$ cat src/design/pdnf_pkg.sv
// Shared types, codes and constants for the point deque block.
package pdnf_pkg;

    localparam int FIELD_W        = 16;
    localparam int REQ_W          = 3;
    localparam int STAT_W         = 2;
    localparam int CNT_OUT_W      = 5;
    localparam int CAPACITY_DEF   = 16;
    localparam int COORD_BITS_DEF = 16;

    localparam logic [REQ_W-1:0] REQ_PUSH_TOP = 3'd0;
    localparam logic [REQ_W-1:0] REQ_POP_TOP  = 3'd1;
    localparam logic [REQ_W-1:0] REQ_PUSH_BOT = 3'd2;
    localparam logic [REQ_W-1:0] REQ_POP_BOT  = 3'd3;
    localparam logic [REQ_W-1:0] REQ_CLEAR    = 3'd4;
    localparam logic [REQ_W-1:0] REQ_COUNT    = 3'd5;
    localparam logic [REQ_W-1:0] REQ_FARTHEST = 3'd6;
    localparam logic [REQ_W-1:0] REQ_NEAREST  = 3'd7;

    localparam logic [STAT_W-1:0] STAT_OK    = 2'd0;
    localparam logic [STAT_W-1:0] STAT_FULL  = 2'd1;
    localparam logic [STAT_W-1:0] STAT_EMPTY = 2'd2;

    typedef enum logic [1:0] {
        SEL_X,
        SEL_Y,
        SEL_Z
    } t_coord_sel;

    typedef struct packed {
        t_coord_sel sel;
        logic       mul_en;
        logic       acc_clr;
        logic       acc_add;
    } t_sq_ctl;

endpackage

$ cat src/design/point_deque_nearest_farthest_top.sv
// Top level of the point deque with nearest and farthest query.
// A bounded double-ended list of up to CAPACITY signed 3D points kept in a ring
// memory. One request is taken at a time: o_stall is high from acceptance until
// the result is loaded into the output register. Push, pop, clear and count go
// straight to the finish state, which loads that register once it is free.
// A farthest or nearest query uses one squaring multiplier three times per entry
// (x, y, z) and the memory has a single read port, so each entry passes through
// the MX, MY, MZ and CMP states in turn. Ties keep the entry nearest the bottom.
// The store needs no clearing after reset; only held entries are ever read.
module point_deque_nearest_farthest_top
    import pdnf_pkg::*;
#(
    parameter int CAPACITY   = CAPACITY_DEF,
    parameter int COORD_BITS = COORD_BITS_DEF
) (
    input  logic                       i_clk,
    input  logic                       i_rst_n,
    input  logic                       i_valid,
    output logic                       o_stall,
    input  logic [REQ_W-1:0]           i_req_type,
    input  logic signed [FIELD_W-1:0]  i_point_x,
    input  logic signed [FIELD_W-1:0]  i_point_y,
    input  logic signed [FIELD_W-1:0]  i_point_z,
    output logic                       o_valid,
    input  logic                       i_stall,
    output logic [STAT_W-1:0]          o_status,
    output logic [CNT_OUT_W-1:0]       o_entry_count,
    output logic signed [FIELD_W-1:0]  o_found_x,
    output logic signed [FIELD_W-1:0]  o_found_y,
    output logic signed [FIELD_W-1:0]  o_found_z
);

    localparam int IDX_W  = (CAPACITY > 1) ? $clog2(CAPACITY) : 1;
    localparam int CNT_W  = $clog2(CAPACITY + 1);
    localparam int DIST_W = 2 * COORD_BITS;
    localparam int MEM_W  = 3 * COORD_BITS;

    localparam logic [IDX_W-1:0] LAST_IDX = IDX_W'(CAPACITY - 1);
    localparam logic [CNT_W-1:0] CAP_CNT  = CNT_W'(CAPACITY);
    localparam logic [IDX_W:0]   CAP_SUM  = (IDX_W + 1)'(CAPACITY);

    localparam logic [2:0] ST_IDLE = 3'd0;
    localparam logic [2:0] ST_RD   = 3'd1;
    localparam logic [2:0] ST_MX   = 3'd2;
    localparam logic [2:0] ST_MY   = 3'd3;
    localparam logic [2:0] ST_MZ   = 3'd4;
    localparam logic [2:0] ST_CMP  = 3'd5;
    localparam logic [2:0] ST_FIN  = 3'd6;

    logic [2:0]            r_state, n_state;
    logic [CNT_W-1:0]      r_held, n_held;
    logic [IDX_W-1:0]      r_bottom, n_bottom;
    logic [IDX_W-1:0]      r_slot, n_slot;
    logic [CNT_W-1:0]      r_idx, n_idx;
    logic                  r_far, n_far;
    logic [STAT_W-1:0]     r_status, n_status;
    logic [DIST_W-1:0]     r_best, n_best;
    logic [COORD_BITS-1:0] r_fx, n_fx;
    logic [COORD_BITS-1:0] r_fy, n_fy;
    logic [COORD_BITS-1:0] r_fz, n_fz;

    logic                      r_out_valid;
    logic [STAT_W-1:0]         r_out_status;
    logic [CNT_OUT_W-1:0]      r_out_count;
    logic [FIELD_W-1:0]        r_out_x, r_out_y, r_out_z;

    logic [COORD_BITS-1:0] w_px, w_py, w_pz;
    logic [FIELD_W-1:0]    w_ox, w_oy, w_oz;
    logic [MEM_W-1:0]      w_rdata;
    logic [DIST_W-1:0]     w_dist;
    logic [IDX_W:0]        w_top_sum;
    logic [IDX_W-1:0]      w_top_slot;
    logic [IDX_W-1:0]      w_bot_dn;
    logic [IDX_W-1:0]      w_bot_up;
    logic [IDX_W-1:0]      w_slot_nx;
    logic                  w_full, w_empty, w_take;
    logic                  w_we, w_re, w_out_load;
    logic [IDX_W-1:0]      w_waddr, w_raddr;
    t_sq_ctl               w_ctl;

    // coordinate fit: low bits taken when narrower than the port, zero-extended when wider
    if (COORD_BITS <= FIELD_W) begin : g_in_narrow
        assign w_px = i_point_x[COORD_BITS-1:0];
        assign w_py = i_point_y[COORD_BITS-1:0];
        assign w_pz = i_point_z[COORD_BITS-1:0];
    end else begin : g_in_wide
        assign w_px = COORD_BITS'($unsigned(i_point_x));
        assign w_py = COORD_BITS'($unsigned(i_point_y));
        assign w_pz = COORD_BITS'($unsigned(i_point_z));
    end

    // found point leaves as its raw COORD_BITS code, zero-filled above
    if (COORD_BITS >= FIELD_W) begin : g_out_wide
        assign w_ox = r_fx[FIELD_W-1:0];
        assign w_oy = r_fy[FIELD_W-1:0];
        assign w_oz = r_fz[FIELD_W-1:0];
    end else begin : g_out_narrow
        assign w_ox = FIELD_W'(r_fx);
        assign w_oy = FIELD_W'(r_fy);
        assign w_oz = FIELD_W'(r_fz);
    end

    assign w_full     = (r_held == CAP_CNT);
    assign w_empty    = (r_held == '0);
    assign w_top_sum  = {1'b0, r_bottom} + {1'b0, IDX_W'(r_held)};
    assign w_top_slot = (w_top_sum >= CAP_SUM) ? IDX_W'(w_top_sum - CAP_SUM)
                                               : IDX_W'(w_top_sum);
    assign w_bot_dn   = (r_bottom == '0) ? LAST_IDX : r_bottom - IDX_W'(1);
    assign w_bot_up   = (r_bottom == LAST_IDX) ? '0 : r_bottom + IDX_W'(1);
    assign w_slot_nx  = (r_slot == LAST_IDX) ? '0 : r_slot + IDX_W'(1);

    // candidate wins on first entry or on a strict improvement
    assign w_take = (r_idx == '0) || (r_far && (w_dist > r_best)) ||
                    (!r_far && (w_dist < r_best));

    always_comb begin
        n_state    = r_state;
        n_held     = r_held;
        n_bottom   = r_bottom;
        n_slot     = r_slot;
        n_idx      = r_idx;
        n_far      = r_far;
        n_status   = r_status;
        n_best     = r_best;
        n_fx       = r_fx;
        n_fy       = r_fy;
        n_fz       = r_fz;
        w_we       = 1'b0;
        w_waddr    = w_top_slot;
        w_re       = 1'b0;
        w_raddr    = r_slot;
        w_out_load = 1'b0;
        w_ctl      = '{sel: SEL_X, mul_en: 1'b0, acc_clr: 1'b0, acc_add: 1'b0};

        unique case (r_state)
            ST_IDLE: begin
                if (i_valid) begin
                    n_status = STAT_OK;
                    n_fx     = '0;
                    n_fy     = '0;
                    n_fz     = '0;
                    n_state  = ST_FIN;
                    unique case (i_req_type)
                        REQ_PUSH_TOP: begin
                            if (w_full) begin
                                n_status = STAT_FULL;
                            end else begin
                                w_we   = 1'b1;
                                n_held = r_held + CNT_W'(1);
                            end
                        end
                        REQ_POP_TOP: begin
                            if (w_empty) begin
                                n_status = STAT_EMPTY;
                            end else begin
                                n_held = r_held - CNT_W'(1);
                            end
                        end
                        REQ_PUSH_BOT: begin
                            if (w_full) begin
                                n_status = STAT_FULL;
                            end else begin
                                w_we     = 1'b1;
                                w_waddr  = w_bot_dn;
                                n_bottom = w_bot_dn;
                                n_held   = r_held + CNT_W'(1);
                            end
                        end
                        REQ_POP_BOT: begin
                            if (w_empty) begin
                                n_status = STAT_EMPTY;
                            end else begin
                                n_bottom = w_bot_up;
                                n_held   = r_held - CNT_W'(1);
                            end
                        end
                        REQ_CLEAR: begin
                            n_held   = '0;
                            n_bottom = '0;
                        end
                        REQ_COUNT: begin
                        end
                        REQ_FARTHEST, REQ_NEAREST: begin
                            if (w_empty) begin
                                n_status = STAT_EMPTY;
                            end else begin
                                n_slot  = r_bottom;
                                n_idx   = '0;
                                n_far   = (i_req_type == REQ_FARTHEST);
                                n_state = ST_RD;
                            end
                        end
                        default: begin
                        end
                    endcase
                end
            end
            ST_RD: begin
                w_re    = 1'b1;
                n_state = ST_MX;
            end
            ST_MX: begin
                w_ctl   = '{sel: SEL_X, mul_en: 1'b1, acc_clr: 1'b0, acc_add: 1'b0};
                n_state = ST_MY;
            end
            ST_MY: begin
                w_ctl   = '{sel: SEL_Y, mul_en: 1'b1, acc_clr: 1'b1, acc_add: 1'b0};
                n_state = ST_MZ;
            end
            ST_MZ: begin
                w_ctl   = '{sel: SEL_Z, mul_en: 1'b1, acc_clr: 1'b0, acc_add: 1'b1};
                n_state = ST_CMP;
            end
            ST_CMP: begin
                if (w_take) begin
                    n_best = w_dist;
                    n_fx   = w_rdata[MEM_W-1:2*COORD_BITS];
                    n_fy   = w_rdata[2*COORD_BITS-1:COORD_BITS];
                    n_fz   = w_rdata[COORD_BITS-1:0];
                end
                if ((r_idx + CNT_W'(1)) == r_held) begin
                    n_state = ST_FIN;
                end else begin
                    n_idx   = r_idx + CNT_W'(1);
                    n_slot  = w_slot_nx;
                    w_re    = 1'b1;
                    w_raddr = w_slot_nx;
                    n_state = ST_MX;
                end
            end
            ST_FIN: begin
                if (!r_out_valid || !i_stall) begin
                    w_out_load = 1'b1;
                    n_state    = ST_IDLE;
                end
            end
            default: begin
                n_state = ST_IDLE;
            end
        endcase
    end

    always_ff @(posedge i_clk) begin
        if (!i_rst_n) begin
            r_state  <= ST_IDLE;
            r_held   <= '0;
            r_bottom <= '0;
        end else begin
            r_state  <= n_state;
            r_held   <= n_held;
            r_bottom <= n_bottom;
        end
    end

    always_ff @(posedge i_clk) begin
        r_slot   <= n_slot;
        r_idx    <= n_idx;
        r_far    <= n_far;
        r_status <= n_status;
        r_best   <= n_best;
        r_fx     <= n_fx;
        r_fy     <= n_fy;
        r_fz     <= n_fz;
    end

    always_ff @(posedge i_clk) begin
        if (!i_rst_n) begin
            r_out_valid <= 1'b0;
        end else if (w_out_load) begin
            r_out_valid <= 1'b1;
        end else if (!i_stall) begin
            r_out_valid <= 1'b0;
        end
    end

    always_ff @(posedge i_clk) begin
        if (w_out_load) begin
            r_out_status <= r_status;
            r_out_count  <= CNT_OUT_W'(r_held);
            r_out_x      <= w_ox;
            r_out_y      <= w_oy;
            r_out_z      <= w_oz;
        end
    end

    pdnf_mem #(
        .DEPTH (CAPACITY),
        .WIDTH (MEM_W),
        .AW    (IDX_W)
    ) u_mem (
        .i_clk   (i_clk),
        .i_we    (w_we),
        .i_waddr (w_waddr),
        .i_wdata ({w_px, w_py, w_pz}),
        .i_re    (w_re),
        .i_raddr (w_raddr),
        .o_rdata (w_rdata)
    );

    pdnf_sqacc #(
        .COORD_BITS (COORD_BITS)
    ) u_sqacc (
        .i_clk   (i_clk),
        .i_entry (w_rdata),
        .i_ctl   (w_ctl),
        .o_dist  (w_dist)
    );

    assign o_stall       = (r_state != ST_IDLE);
    assign o_valid       = r_out_valid;
    assign o_status      = r_out_status;
    assign o_entry_count = r_out_count;
    assign o_found_x     = r_out_x;
    assign o_found_y     = r_out_y;
    assign o_found_z     = r_out_z;

endmodule

$ cat src/design/pdnf_mem.sv
// Point store: one write port, one registered read port.
module pdnf_mem
    import pdnf_pkg::*;
#(
    parameter int DEPTH = CAPACITY_DEF,
    parameter int WIDTH = 3 * COORD_BITS_DEF,
    parameter int AW    = $clog2(CAPACITY_DEF)
) (
    input  logic             i_clk,
    input  logic             i_we,
    input  logic [AW-1:0]    i_waddr,
    input  logic [WIDTH-1:0] i_wdata,
    input  logic             i_re,
    input  logic [AW-1:0]    i_raddr,
    output logic [WIDTH-1:0] o_rdata
);

    logic [WIDTH-1:0] r_mem [DEPTH];
    logic [WIDTH-1:0] r_rdata;

    always_ff @(posedge i_clk) begin
        if (i_we) begin
            r_mem[i_waddr] <= i_wdata;
        end
    end

    always_ff @(posedge i_clk) begin
        if (i_re) begin
            r_rdata <= r_mem[i_raddr];
        end
    end

    assign o_rdata = r_rdata;

endmodule

$ cat src/design/pdnf_sqacc.sv
// Shared squaring multiplier and accumulator for squared magnitude.
module pdnf_sqacc
    import pdnf_pkg::*;
#(
    parameter int COORD_BITS = COORD_BITS_DEF
) (
    input  logic                      i_clk,
    input  logic [3*COORD_BITS-1:0]   i_entry,
    input  t_sq_ctl                   i_ctl,
    output logic [2*COORD_BITS-1:0]   o_dist
);

    localparam int DIST_W = 2 * COORD_BITS;

    logic signed [COORD_BITS-1:0] w_a;
    logic signed [DIST_W-1:0]     w_sq;
    logic [DIST_W-1:0]            r_prod;
    logic [DIST_W-1:0]            r_acc;

    always_comb begin
        unique case (i_ctl.sel)
            SEL_X:   w_a = i_entry[3*COORD_BITS-1:2*COORD_BITS];
            SEL_Y:   w_a = i_entry[2*COORD_BITS-1:COORD_BITS];
            SEL_Z:   w_a = i_entry[COORD_BITS-1:0];
            default: w_a = i_entry[COORD_BITS-1:0];
        endcase
    end

    assign w_sq = w_a * w_a;

    always_ff @(posedge i_clk) begin
        if (i_ctl.mul_en) begin
            r_prod <= $unsigned(w_sq);
        end
        if (i_ctl.acc_clr) begin
            r_acc <= r_prod;
        end else if (i_ctl.acc_add) begin
            r_acc <= r_acc + r_prod;
        end
    end

    // last product folds in here, ahead of the compare
    assign o_dist = r_acc + r_prod;

endmodule

$ cat config.mk
export PLATFORM = sky130hd
export DESIGN_NAME = point_deque_nearest_farthest_top
export DESIGN_NICKNAME = d
export VERILOG_FILES = /design/src/design/pdnf_pkg.sv /design/src/design/point_deque_nearest_farthest_top.sv /design/src/design/pdnf_mem.sv /design/src/design/pdnf_sqacc.sv
export SDC_FILE = /design/constraint.sdc
export NUM_CORES = 2
export LEC_CHECK = 0
export ABC_AREA = 1
export BUFFER_PORTS_ARGS = -buffer_cell sky130_fd_sc_hd__buf_2
export CORE_MARGIN = 2
export CORE_UTILIZATION = 64
export CTS_CLUSTER_DIAMETER = 50
export DETAILED_ROUTE_END_ITERATION = 16
export GPL_TIMING_DRIVEN = 0
export PLACE_DENSITY = 0.81
export SLEW_MARGIN = 20
export SYNTH_ARGS = -nofsm -noshare
export SYNTH_HDL_FRONTEND = slang
export SYNTH_SLANG_ARGS = --single-unit
$ cat constraint.sdc
create_clock -name i_clk -period 7.95 [get_ports i_clk]
set_clock_uncertainty 0.15 [all_clocks]
set_input_delay 1.1925 -clock i_clk [delete_from_list [all_inputs] [get_ports i_clk]]
set_output_delay 1.1925 -clock i_clk [all_outputs]
set_load 0.01 [all_outputs]
# == Word level (Yosys, flattened, before mapping) ==
# Memories as Yosys holds them, arrays and structs flattened. A register that Yosys moved wholly into a read port is not among the register bits.
# Cells that the tools add are included.
# totals
mem_bits_rw,768
register_bits,224
mem_count,1
out_inout_bits,57
# op_classes
muxes,57
magnitude_cmp,3
n_bitwise,1
n_reduce_logical,32
n_eq_ne,28
n_mul,1
add_sub_neg,9
# mem_list
name,depth,word_bits,read_ports,rd_ports_with_merged_regs,wr,line_no,rtl
u_mem.r_mem,16,48,1,1,1,pdnf_mem.sv:18,logic [WIDTH-1:0] r_mem [DEPTH];
# op_table
operator,count
16-bit case mux with 2 select lines,4
16-bit two-way mux,4
32-bit two-way mux,2
4-bit two-way mux,15
32-bit adder,1
32-bit > comparator,1
32-bit less-than comparator,1
16-bit by 16-bit multiplier with 32-bit output,1
5-bit two-way mux,6
5-bit case mux with 3 select lines,2
3-bit case mux with 7 select lines,1
3-bit equality test (second input constant),6
2-bit inequality test (second input constant),9
3-bit two-way mux,5
5-bit AND reduction,3
3-bit by 2-bit equality test with 1-bit output (second input constant),4
1-bit two-way mux,12
4-bit case mux with 3 select lines,1
5-bit by 1-bit adder with 5-bit output (second input constant),2
5-bit zero test,2
5-bit case mux with 2 select lines,1
3-bit nonzero test,3
4-bit by 1-bit adder with 4-bit output (second input constant),2
4-bit equality test (second input constant),2
other kinds (26),41

# == Logic depth before layout (Yosys ltp) ==
# depth
ltp_word,7
mapped_depth,30

# == Modules after synthesis ==
# From an unflattened synthesis, not the netlist that was laid out.
# unflattened
cells_unflattened,5695
hier_area_um2,56233.9
# by_module_without_submodules
mod,seq_area_each_um2,cells_per_inst,area_per_inst_um2,instances
pdnf_mem,24503.5,3167,34336.7,1
pdnf_sqacc,1891.8,1875,14541.4,1
point_deque_nearest_farthest_top,4674.5,653,7355.8,1

# == Worst setup path before layout ==
# Ideal clock, no wire load.
# synth_timing
kind,flip-flop to flip-flop
from,reg r_state[2]
to,reg u_sqacc.r_prod[30] (data pin)
synth_period_minus_slack_ns,7.117
path_slack_ns,0.833
t_arrival_ns,6.702
setup_ns,0.265
stages_incl_launch_ff,26
required_time_ns,7.535
path_cell_list,dfxtp_1 inv_2 nand3_2 nand2_1 buf_2 o22ai_1 a21oi_1 buf_2 nor2_1 fa_1 fa_1 inv_1 fa_1 fa_1 fa_1 fa_1 inv_1 ha_1 nand2_1 nor2_1 inv_1 nor2_1 inv_1 o2111a_1 o21ai_0 xor2_1
# synth_between
elab_chain_len,5
word_cells_on_any_way,8
# synth_lines
element,line_no,rtl
"start, declared",point_deque_nearest_farthest_top.sv:50,"logic [2:0] r_state, n_state;"
"start signal, assigned",point_deque_nearest_farthest_top.sv:249,r_state <= n_state;
3-bit equality test / 3-bit by 2-bit equality test with 1-bit output (equally long branches),point_deque_nearest_farthest_top.sv:135,unique case (r_state)
5-bit case mux with 3 select lines (*),point_deque_nearest_farthest_top.sv:135,
2-bit by 1-bit equality test with 1-bit output / 2-bit zero test (equally long branches),pdnf_sqacc.sv:21,unique case (i_ctl.sel)
16-bit case mux with 2 select lines (*),pdnf_sqacc.sv:21,
16-bit by 16-bit multiplier with 32-bit output (*),pdnf_sqacc.sv:29,assign w_sq = w_a * w_a;
named net u_sqacc.w_sq[30],pdnf_sqacc.sv:16,logic signed [DIST_W-1:0] w_sq;
"end signal, assigned",pdnf_sqacc.sv:33,r_prod <= $unsigned(w_sq);
"end, declared",pdnf_sqacc.sv:17,logic [DIST_W-1:0] r_prod;
# The timed path passes the listed nets; every way through them passes the cells marked *.
# A chain may end at the register's enable or synchronous reset.

# == Final worst setup path ==
# layout_timing
from,reg r_state[0]
to,reg u_sqacc.r_prod[30] (data pin)
# The elaborated chain is that of the path after synthesis.

==> flow_summary_export.csv <==
group,metric,value,unit
critical_path,start_kind,"flip-flop",
synth,synth.distinct_cells,49,
synth,yosys-top-cells-area,"edfxtp_1 56%, fa_1 8.6%, nand3_1 8.5%",
timing,fin_crit_sh,0.977,
critical_path,cp_slowest_cell,"fa_2",
cts,clock_path_buffers,3,
critical_path,max_stage_delay,0.74,ns
die,floorplan.die.height,297,um
critical_path,critPathRequiredTime,8.27,ns
synth,synth_compound_area_frac,0.0257,
synth,synthArstFlopShare,0,
cts,htreeDepth,3,
final_layout,final-seq-area,31100,um^2
critical_path,critPathKind,"flip-flop to flip-flop",
global_routing,grt_pass1_vias,41400,
global_routing,grt_pass1_wl,235000,um
critical_path,critPathMaxFanout,41,
synth,synth-simple-area-share,0.188,
global_routing,grt_overflow,0,
route,postRouteAntennaNets,0,
synth,syn-cell-area,55000,um^2
final_layout,final.fill_count,5563,
final_layout,drive_gt1_frac,0.101,
timing,tightest_slew,0.990,ns
synth,yosysMostFrequentCell,"nand2_1",
die,coreArea,85100,um^2
synth,syn-num-nets,5727,
cts,hold_buffers,0,
cts,insertion_delay,0.70,ns
synth,synthXorXnorAreaFrac,0.0123,
timing,slew_headroom,0.335,
global_routing,grt_max_degree,42,
synth,ys_warn_count,0,
cts,cts_tree,"done",
die,io_pins,112,
synth,syn_inst,5274,
run_status,status,"finished, final reports clean",
synth,ys_ff_latch,1039,
flow_run,cap_violations,0,
synth,synth_fa_ha_area_frac,0.123,
synth,synth_top_family_by_area,"simple AND/OR/NAND/NOR gates",
cts,clk_pin_slew,0.06,ns
synth,synth-main-ff-cell,"edfxtp_1",
critical_path,regToRegSetupSlack,0.18,ns
synth,synth_top_area_share,0.560,
place,port_buffers,111,
route,dr.pass1.iters,8,
route,drt_iter0_drc,5268,
route,viasPerCell,6.07,
critical_path,cp_num_buf_inv,7,
global_routing,gr-usage-all-layers,0.353,
synth,avgSynthCellArea,10.4,um^2
die,die_w,297,um
final_layout,area_growth,12.8,%
route,totalWireLength,158000,um
critical_path,critPathTopFamily,"adder cells",
cts,cts_buffers,109,
final_layout,nNetsFinal,6003,
synth,muxShareOfSynthArea,0,
route,vias,41200,
min_path,min_path_type,"flip-flop to flip-flop",
cts,root_buffer,"clkbuf_16",
critical_path,worstPathArrival,8.09,ns
final_layout,multi_input_area,19500,um^2
final_layout,final_util,0.728,
timing,period_minus_slack,7.77,ns
critical_path,cp-end-kind,"flip-flop",
route,avgRoutedWirePerCell,23.3,um
die,start_util,0.646,
route,drc,0,
place,placed_area,58000,um^2
global_routing,grt_antenna_before_repair,10,
synth,synth_common_cells,"1048 x nand2_1, 1026 x edfxtp_1, 935 x inv_1",
timing,hold_viol_final,0,
place,gp_congestion,1.00,
synth,synth_area_leader_cell,"edfxtp_1",
timing,finalSetupViolCount,0,
synth,seq_area_frac_synth,0.565,
final_layout,fin_area,62000,um^2
timing,fmax,129,MHz
cts,cts_sinks,1039,
timing,drv_slew,0,
synth,synth-edff-count,1026,
die,dieArea,88300,um^2
die,rows,107,
place,hpwl,111000,um
## cell type report
cell class	count	share of cell area
repair buffers	166	0.0256
flip-flops and latches	1039	0.501
clock inverters	70	0.0127
inverters	950	0.0576
well taps	1144	0.0231
multi-input cells	3057	0.314
diodes	1	0.0000404
plain buffers	227	0.0193
clock buffers	136	0.0465
## placed cells by master (no fill, tap or decap), drive strengths merged, types with 9 or more instances in the layout
cell	count
nand2	1052
edfxtp	1026
inv	952
nand3	935
buf	334
nor2	255
fa	236
clkbuf	195
ha	162
a21oi	106
o21ai	59
xor2	56
nand3b	49
clkinv	46
xnor2	21
nor3	16
bufinv	13
dfxtp	13
o22ai	13
nand4	12
or2	11
o21a	10
a21o	9
clkinvlp	9
## flip-flops by register name (all words and copies together) (netlist names), 2 cells and up
name            cells
r_bottom            4
r_slot              4
r_fx               16
o_found_x          16
u_mem.r_mem       768
r_best             32
r_idx               5
o_found_z          16
o_entry_count       5
r_fz               16
u_sqacc.r_prod     31
o_found_y          16
o_status            2
u_sqacc.r_acc      32
r_status            2
r_fy               16
u_mem.o_rdata      48
r_held              5
r_state             3
## kinds of logic after synthesis
family / Yosys count
AOI/OAI and AO/OA: 238
xor gates and xnor gates: 77
adders and majority gates: 398
buffers and inverters: 1178
DFF: 1039
and+or+nand+nor: 2344
## worst paths after layout
kind                            from                           end  cells after the start
min reg2reg    r_fy[4]$_SDFFCE_PN0P_        o_found_y[4]$_DFFE_PP_                      0
max          r_state[0]$_SDFFE_PN0P_  u_sqacc.r_prod[30]$_DFFE_PP_                     26
min            r_fy[4]$_SDFFCE_PN0P_        o_found_y[4]$_DFFE_PP_                      0
max reg2reg  r_state[0]$_SDFFE_PN0P_  u_sqacc.r_prod[30]$_DFFE_PP_                     26
## layer usage
metal,GRT usage,share of wire,vias to the layer above
li1,-,-,17900
met1,0.421,0.34,19500
met2,0.583,0.48,3041
met3,0.0791,0.11,766
met4,0.228,0.072,14
met5,0,0.00061,-
## repair_timing
item | in CTS | in global routing
pin swaps | 1 | 3
setup endpoints to repair | 21 | 16
gates resized for setup | 23 | 26
setup buffers | 1 | 18
## through the flow
step / setup slack [ns] / hold slack, ns / setup TNS [ns] / instances
3_3_place_gp: -1.01 / 0.251 / -12.20 / 6529
3_5_place_dp: -1.11 / 0.255 / -14.64 / 6565
2_1_floorplan: 0.833 / 0.250 / 0 / 5274
4_1_cts: 0.0396 / 0.268 / 0 / 6771
6_report: 0.183 / 0.268 / 0 / 6790
5_1_grt: -0.0612 / 0.272 / -0.140 / 6789
Power is left out: the tool's default activity adds up to more than one toggle a clock period on the data nets, which glitch-free logic cannot reach.
